**src/hw/rtl/hpj_pkg.sv**
```systemverilog
// ----------------------------------------------------------------------------
// hpj_pkg
// Widths, payload structs and the shared clip function of the homography
// pixel Jacobian pipeline.
// ----------------------------------------------------------------------------
package hpj_pkg;

  function automatic int max2(input int a, input int b);
    return (a > b) ? a : b;
  endfunction

  // field widths
  localparam int COORD_BITS = 12;
  localparam int GRAD_BITS  = 16;
  localparam int CFG_W      = 32;
  localparam int CEN_W      = 16;
  localparam int OUT_W      = 48;
  localparam int ADDR_W     = 4;

  // configuration register indexes (byte address = 4 * index)
  typedef enum logic [1:0] {
    REG_SCALE,
    REG_INV_SCALE,
    REG_CENTER_X,
    REG_CENTER_Y
  } reg_idx_t;

  // fixed-point formats: coordinates Q.4, outputs Q.8
  localparam int FRAC_IN = 4;
  localparam int QUP_W   = 4;

  // center offset u, v (signed Q.4) and its magnitude
  localparam int X4_W   = COORD_BITS + FRAC_IN;
  localparam int OFF_W  = max2(X4_W, CEN_W) + 1;
  localparam int OFFM_W = OFF_W - 1;

  // gradient times offset, and sums of two such products
  localparam int GU_W  = GRAD_BITS + OFF_W;
  localparam int T_W   = GU_W + 1;
  localparam int LIN_W = T_W + QUP_W;

  // gradient times reciprocal (Q16.16), rounded by 8 bits
  localparam int RCP_P_W = GRAD_BITS + CFG_W;
  localparam int RCP_SH  = 8;
  localparam int RCP_R_W = RCP_P_W - RCP_SH;

  // cubic terms: (scale * |u|) * |t|, split into four partial products
  localparam int SA_W    = CFG_W + OFFM_W;
  localparam int SAL_W   = SA_W / 2;
  localparam int SAH_W   = SA_W - SAL_W;
  localparam int TL_W    = T_W / 2;
  localparam int TH_W    = T_W - TL_W;
  localparam int CP_W    = SA_W + T_W;
  localparam int CUB_SH  = 30;
  localparam int CUB_R_W = CP_W - CUB_SH;

  localparam int CLIP_W = max2(max2(LIN_W, RCP_R_W), max2(CUB_R_W, OUT_W + 1));

  typedef struct packed {
    logic en_a;
    logic en_b;
  } stage_en_t;

  typedef struct packed {
    logic                        neg;
    logic [T_W-1:0]              mag;
  } lin_t;

  typedef struct packed {
    logic                        neg;
    logic [RCP_R_W-1:0]          mag;
  } rcp_t;

  typedef struct packed {
    logic                        neg;
    logic [SAL_W+TL_W-1:0]       ll;
    logic [SAL_W+TH_W-1:0]       lh;
    logic [SAH_W+TL_W-1:0]       hl;
    logic [SAH_W+TH_W-1:0]       hh;
  } part_t;

  // products after the second stage
  typedef struct packed {
    logic signed [GU_W-1:0]      gxu;
    logic signed [GU_W-1:0]      gyu;
    logic signed [GU_W-1:0]      gxv;
    logic signed [GU_W-1:0]      gyv;
    logic [RCP_P_W-1:0]          rx;
    logic [RCP_P_W-1:0]          ry;
    logic                        nx;
    logic                        ny;
    logic [SA_W-1:0]             sau;
    logic [SA_W-1:0]             sav;
    logic                        nu;
    logic                        nv;
  } geo_t;

  // terms after the fourth stage
  typedef struct packed {
    lin_t                        e2;
    lin_t                        e3;
    lin_t                        e4;
    lin_t                        e5;
    rcp_t                        r0;
    rcp_t                        r1;
    part_t                       cu;
    part_t                       cv;
  } mix_t;

  typedef struct packed {
    logic [OUT_W-1:0]            val;
    logic                        sat;
  } clip_t;

  // sign and magnitude to a saturated two's complement output element
  function automatic clip_t clip(input logic neg, input logic [CLIP_W-1:0] mag);
    logic [CLIP_W-1:0] lim;
    logic [OUT_W-1:0]  m;
    clip_t             r;
    lim   = neg ? (CLIP_W'(1) << (OUT_W - 1))
                : ((CLIP_W'(1) << (OUT_W - 1)) - CLIP_W'(1));
    r.sat = (mag > lim);
    m     = r.sat ? lim[OUT_W-1:0] : mag[OUT_W-1:0];
    r.val = neg ? (~m + 1'b1) : m;
    return r;
  endfunction

endpackage

```
**src/hw/rtl/hpj_out.sv**
```systemverilog
// ----------------------------------------------------------------------------
// hpj_out
// Stages five and six: cubic partial sum with rounding, then saturation of
// all eight elements into the output register.
// ----------------------------------------------------------------------------
module hpj_out (
  input  logic                             clk,
  input  hpj_pkg::stage_en_t               en,
  input  hpj_pkg::mix_t                    s4,
  output logic signed [hpj_pkg::OUT_W-1:0] jac0,
  output logic signed [hpj_pkg::OUT_W-1:0] jac1,
  output logic signed [hpj_pkg::OUT_W-1:0] jac2,
  output logic signed [hpj_pkg::OUT_W-1:0] jac3,
  output logic signed [hpj_pkg::OUT_W-1:0] jac4,
  output logic signed [hpj_pkg::OUT_W-1:0] jac5,
  output logic signed [hpj_pkg::OUT_W-1:0] jac6,
  output logic signed [hpj_pkg::OUT_W-1:0] jac7,
  output logic                             saturated
);

  localparam int CP_W   = hpj_pkg::CP_W;
  localparam int CSH    = hpj_pkg::CUB_SH;
  localparam int TL_W   = hpj_pkg::TL_W;
  localparam int SAL_W  = hpj_pkg::SAL_W;
  localparam int CLIP_W = hpj_pkg::CLIP_W;
  localparam int QUP_W  = hpj_pkg::QUP_W;

  typedef struct packed {
    logic                          neg;
    logic [hpj_pkg::CUB_R_W-1:0]   mag;
  } cub_t;

  function automatic logic [CP_W-1:0] cub_sum(input hpj_pkg::part_t p);
    return CP_W'(p.ll) + (CP_W'(p.lh) << TL_W) + (CP_W'(p.hl) << SAL_W)
         + (CP_W'(p.hh) << (SAL_W + TL_W)) + (CP_W'(1) << (CSH - 1));
  endfunction

  function automatic logic [CLIP_W-1:0] lin_mag(input hpj_pkg::lin_t e);
    return CLIP_W'({e.mag, {QUP_W{1'b0}}});
  endfunction

  logic [CP_W-1:0]  pu, pv;
  cub_t             e_cu, e_cv;
  hpj_pkg::lin_t    e_e2, e_e3, e_e4, e_e5;
  hpj_pkg::rcp_t    e_r0, e_r1;
  hpj_pkg::clip_t   k0, k1, k2, k3, k4, k5, k6, k7;

  assign pu = cub_sum(s4.cu);
  assign pv = cub_sum(s4.cv);

  always_ff @(posedge clk) begin
    if (en.en_a) begin
      e_cu.neg <= s4.cu.neg;
      e_cu.mag <= pu[CP_W-1:CSH];
      e_cv.neg <= s4.cv.neg;
      e_cv.mag <= pv[CP_W-1:CSH];
      e_e2     <= s4.e2;
      e_e3     <= s4.e3;
      e_e4     <= s4.e4;
      e_e5     <= s4.e5;
      e_r0     <= s4.r0;
      e_r1     <= s4.r1;
    end
  end

  assign k0 = hpj_pkg::clip(e_r0.neg, CLIP_W'(e_r0.mag));
  assign k1 = hpj_pkg::clip(e_r1.neg, CLIP_W'(e_r1.mag));
  assign k2 = hpj_pkg::clip(e_e2.neg, lin_mag(e_e2));
  assign k3 = hpj_pkg::clip(e_e3.neg, lin_mag(e_e3));
  assign k4 = hpj_pkg::clip(e_e4.neg, lin_mag(e_e4));
  assign k5 = hpj_pkg::clip(e_e5.neg, lin_mag(e_e5));
  assign k6 = hpj_pkg::clip(e_cu.neg, CLIP_W'(e_cu.mag));
  assign k7 = hpj_pkg::clip(e_cv.neg, CLIP_W'(e_cv.mag));

  always_ff @(posedge clk) begin
    if (en.en_b) begin
      jac0      <= k0.val;
      jac1      <= k1.val;
      jac2      <= k2.val;
      jac3      <= k3.val;
      jac4      <= k4.val;
      jac5      <= k5.val;
      jac6      <= k6.val;
      jac7      <= k7.val;
      saturated <= k0.sat | k1.sat | k2.sat | k3.sat
                 | k4.sat | k5.sat | k6.sat | k7.sat;
    end
  end

endmodule

```
**config.mk**
```make
export PLATFORM = sky130hd
export DESIGN_NAME = hpj_out
export DESIGN_NICKNAME = d
export VERILOG_FILES = /design/src/hw/rtl/hpj_pkg.sv /design/src/hw/rtl/hpj_out.sv
export SDC_FILE = /design/constraint.sdc
export NUM_CORES = 1
export LEC_CHECK = 0
export BUFFER_PORTS_ARGS = -buffer_cell sky130_fd_sc_hd__buf_2
export CAP_MARGIN = 20
export CORE_AREA = 2 2 371 373
export DETAILED_ROUTE_END_ITERATION = 6
export DIE_AREA = 0 0 373 375
export PLACE_DENSITY = 0.52
export REMOVE_ABC_BUFFERS = 1
export SLEW_MARGIN = 30
export SYNTH_ARGS = -nofsm -noshare
export SYNTH_HDL_FRONTEND = slang
export SYNTH_SLANG_ARGS = --single-unit
```
**constraint.sdc**
```tcl
create_clock -name clk -period 12 [get_ports clk]
set_input_delay 2.4 -clock clk [delete_from_list [all_inputs] [get_ports clk]]
set_output_delay 2.4 -clock clk [all_outputs]
set_load 0.02 [all_outputs]
```
# Word-level counts from Yosys, hierarchy flattened
# Index checks and enable logic that the tools add are counted.
[totals] inputBits=555 out_inout_bits=385 word_cells=88 ff_bits=713
[op_classes] add_sub_neg=16 magnitude_cmp=8 n_mux=24 bitwise_logic=15
[op_table] op="48-bit 2-to-1 mux" count=24
[op_table] op="48-bit by 1-bit adder with 48-bit output (second input constant)" count=8
[op_table] op="48-bit NOT" count=8
[op_table] op="38-bit by 48-bit greater-than comparator with 1-bit output" count=4
[op_table] op="66-bit by 82-bit adder with 82-bit output" count=2
[op_table] op="82-bit by 30-bit adder with 82-bit output (second input constant)" count=2
[op_table] op="59-bit by 65-bit adder with 66-bit output" count=2
[op_table] op="41-bit by 58-bit adder with 59-bit output" count=2
[op_table] op="52-bit by 48-bit greater-than comparator with 1-bit output" count=2
[op_table] op="40-bit by 48-bit greater-than comparator with 1-bit output" count=2
[op_table] op="1-bit bitwise OR" count=7

# Logic depth before layout (Yosys ltp)
[logic_depth] ltp_word=9 ltp_mapped=26 ltp_nobuf=22

# Worst setup path before layout
# Ideal clock, no wire load.
[synth_path] kind="register to register" startpoint="reg e_cu[52] (netlist name)" endpoint="reg jac6[42] (netlist name) (data pin)" t_required_ns=11.854 path_stages_with_launch=24 setup_time_ns=0.146 n_path_buf=4 arrival_ns=6.710 period_less_slack_ns=6.856 setup_slack_ns=5.144 cell_sequence="edfxtp_1 -> clkbuf_1 -> inv_1 -> clkbuf_1 -> ha_1 -> nand4_1 -> nor4_1 -> nand4b_1 -> and3_1 -> a21oi_1 -> clkbuf_1 -> nor2_1 -> a21oi_1 -> ha_1 -> clkbuf_1 -> nand2_1 -> or4_1 -> or3_1 -> or3_1 -> or4_1 -> o41ai_1 -> o21ai_0 -> a22o_1 -> a21oi_1"
[synth_rtl] element="start: declaration" line_no="hpj_out.sv:43" source="cub_t e_cu, e_cv;"
[synth_rtl] element="end signal: assignment" line_no="hpj_out.sv:83" source="jac6 <= k6.val;"
[synth_rtl] element="end: declaration" line_no="hpj_out.sv:16" source="output logic signed [hpj_pkg::OUT_W-1:0] jac6,"

==> results.toml <==
[place]
dp_worst_setup_slack_ps = 4360
port_buffers = 889
dp_cells = 5772
placed_cell_area_um2 = 45700
dp.final_hpwl_um = 94200
place.gp.congestion = 0.876

[layout]
fin_util_pct = 35.5
drive_gt1_share_pct = 26.4
synthToLayoutAreaGrowth_pct = 23.8
finalNonFillerCells = 5941
final_cell_area_um2 = 48400
nNetsFinal = 5007

[outcome]
status = "finished clean"

[synth]
syn-cell-area_um2 = 39100
yosysMostFrequentCell = "edfxtp_1"
yosysUniqueCellTypes = 77
yosys_most_used_dff = "edfxtp_1"
synth_top_area_cell = "edfxtp_1"
synth_xor_area_share_pct = 6.80
yosys-mux-area-fraction_pct = 0.310
syn_inst = 3166
synth_top_family_by_area = "adder cells"
ys_top_cells_by_area = "edfxtp_1 (53%), ha_1 (10%), xnor2_1 (5.9%)"
avgSynthCellArea_um2 = 12.4
synthAdderAreaFrac_pct = 13.6
ys_ff_latch = 697
synthArstFlopShare_pct = 0
synth_common_cells = "edfxtp_1 (697), ha_1 (318), xnor2_1 (262), a21oi_1 (183), o21ai_0 (179)"
ys_seq_area_share_pct = 53.5
synth_top_cell_area_share_pct = 53.5
yosys.area_share.simple_pct = 10.4
synth_enable_flop_cells = 697
synth_compound_area_share_pct = 13.4
ys_warn_count = 0

[route]
routed_via_density = 4.89
routedWlPerCell_um = 20.2
drtPass1Iterations = 5
routed_wl_um = 120000
via_count = 29100
drt_iter0_drc = 1802
ant_nets = 0
drc = 0

[sta]
setup_viol = 0
fin_worst_skew_ps = 43.3
tns_ps = 0
worst_slack_ps = 4360
hold_violations = 0
max_freq_ghz = 0.131
drv_slew = 0
relSlewSlack_pct = 26.8
rsz0062_at_grt = "no"
period_share_pct = 63.7
worstMarginPinSlew_ps = 1090
min_period_ps = 7640

[setup_path]
critical-path-top-delay-family = "simple AND/OR/NAND/NOR gates"
crit_top_cell = "buf_4"
crit_slowest_cell = "or4_1"
worst-path-max-fanout = 72
cp.arrival_ps = 8140
path_class = "reg2reg"
cp_slowest_stage_delay_ps = 600
start_kind = "flop"
crit_chain = "buf_4 -> buf_4 -> inv_1 -> buf_4 -> ha_1 -> nand4_1 -> nor4_1 -> nand2_1 -> o21ai_0 -> a21oi_2 -> buf_4 -> a21oi_1 -> ha_1 -> buf_4 -> nand2_1 -> or4_1 -> or3_1 -> or3_1 -> or4_1 -> o41ai_1 -> o21ai_0 -> a22o_1 -> a21oi_1"
crit_required_ps = 12500
end_kind = "flop"
crit_buf_inv = 6

[clock_tree]
clock-root-buffer = "clkbuf_16"
h-tree-depth = 3
clock_latency_ps = 680
cts_sinks = 697
ctsResizeCount = 0
cts_hold_buf = 0
cts_tree = "yes"
clk_pin_slew_ps = 60
clockBufferDepth = 3
cts_made_buffers = 83
cts_setup_buffers = 0

[die]
io_pins = 940
die_w_um = 373
die-area_um2 = 140000
fp.dieH_um = 375
coreArea_um2 = 136000
initial_utilization_pct = 28.7
rows = 136

[global_routing]
grtUsageTotal_pct = 16.6
grt_pass1_vias = 28400
grt_pass1_wl_um = 177000
grt_overflow = 0
antenna_found_initial = 36
grt_max_degree = 155

[power_and_ir_drop]
vdd_ir_drop_max_uv = 98.1
power_density_nw_per_um2 = 159
p_leak_nw = 19.1

[min_path]
hp-class = "reg2reg"

[run]
maxCapViolCount = 0
[report_power, final]
part	switching, mW	internal (mW)	leakage [nW]
clock	1.07	1.41	1.31
sequential	0.286	3.08	6.78
combinational	1.10	0.764	11.0
total	2.46	5.26	19.1
[area by class of cell]
type                    count  area (µm²)
flip-flops and latches    697       20900
well taps                1794        2240
diodes                     16        40.0
fillers                 13600       87900
inverters                  73         274
clock inverters            55         549
multi-input cells        2292       17500
clock buffers              95        2140
repair buffers            919        4750
[layer usage]
metal / vias to the layer above / routed length [µm] / GRT usage (%)
met1: 13900 / 49900 / 20.5
met4: 24 / 3010 / 5.55
met2: 957 / 57900 / 27.9
li1: 14000 / - / -
met5: - / 149 / 0
met3: 162 / 9110 / 4.48
[stage by stage]
stage | hold slack (ps) | power, mW
2_1_floorplan | 443 | 4.54
3_3_place_gp | 472 | 5.26
3_5_place_dp | 472 | 5.28
4_1_cts | 486 | 7.81
5_1_grt | 500 | 8.15
6_report | 485 | 7.71
[kinds of logic (layout without fill, tap and decap cells)]
kind of cell,after synthesis,count (layout)
compound gates,795,795
xor+xnor,304,304
fa+ha+maj,386,386
buf+inv,192,1142
flops,697,697
mux,12,12
other cells,1,32
simple gates,779,779
[flip-flops by register name (all words and copies together) (netlist names), 48 cells and up]
signal  cells
jac7       48
e_cu       53
e_cv       53
jac0       48
jac1       48
jac6       48
[worst paths after layout]
kind	startpoint	endpoint	slack, ps	depth (start not counted)
max	e_cu[52]	jac6[42]	4360	23
min	e_e4[0]	jac4[4]	480	0
max reg2reg	e_cu[52]	jac6[42]	4360	23
min reg2reg	e_e4[0]	jac4[4]	480	0
[worst register-to-register path, delay by kind of cell, from the launching register on]
kind	cells	cell delay, ps
adder cells (fa/ha/maj)	2	500
AND/OR/NAND/NOR	8	3060
buffers and inverters	6	2230
flip-flops	1	320
AO/OA/AOI/OAI	7	1390
[cells in the final DEF, fill, tap and decap left out, types with 29 or more instances in the layout]
cell type and count:
nand3_1 45, inv_1 72, ha_1 318, nor4_1 29, o21ai_0 179, edfxtp_1 697
a21oi_1 182, xor2_1 42, clkbuf_16 84, nand4_1 51, nand2b_1 31, o31ai_1 69
xnor2_1 262, fa_1 68, buf_2 888, o41ai_1 31, or4_1 53, o22ai_1 31
nor3_1 78, nand2_1 170, a21o_1 83, or3_1 64, nor2_1 166
Power figures use the tool's default switching activity.
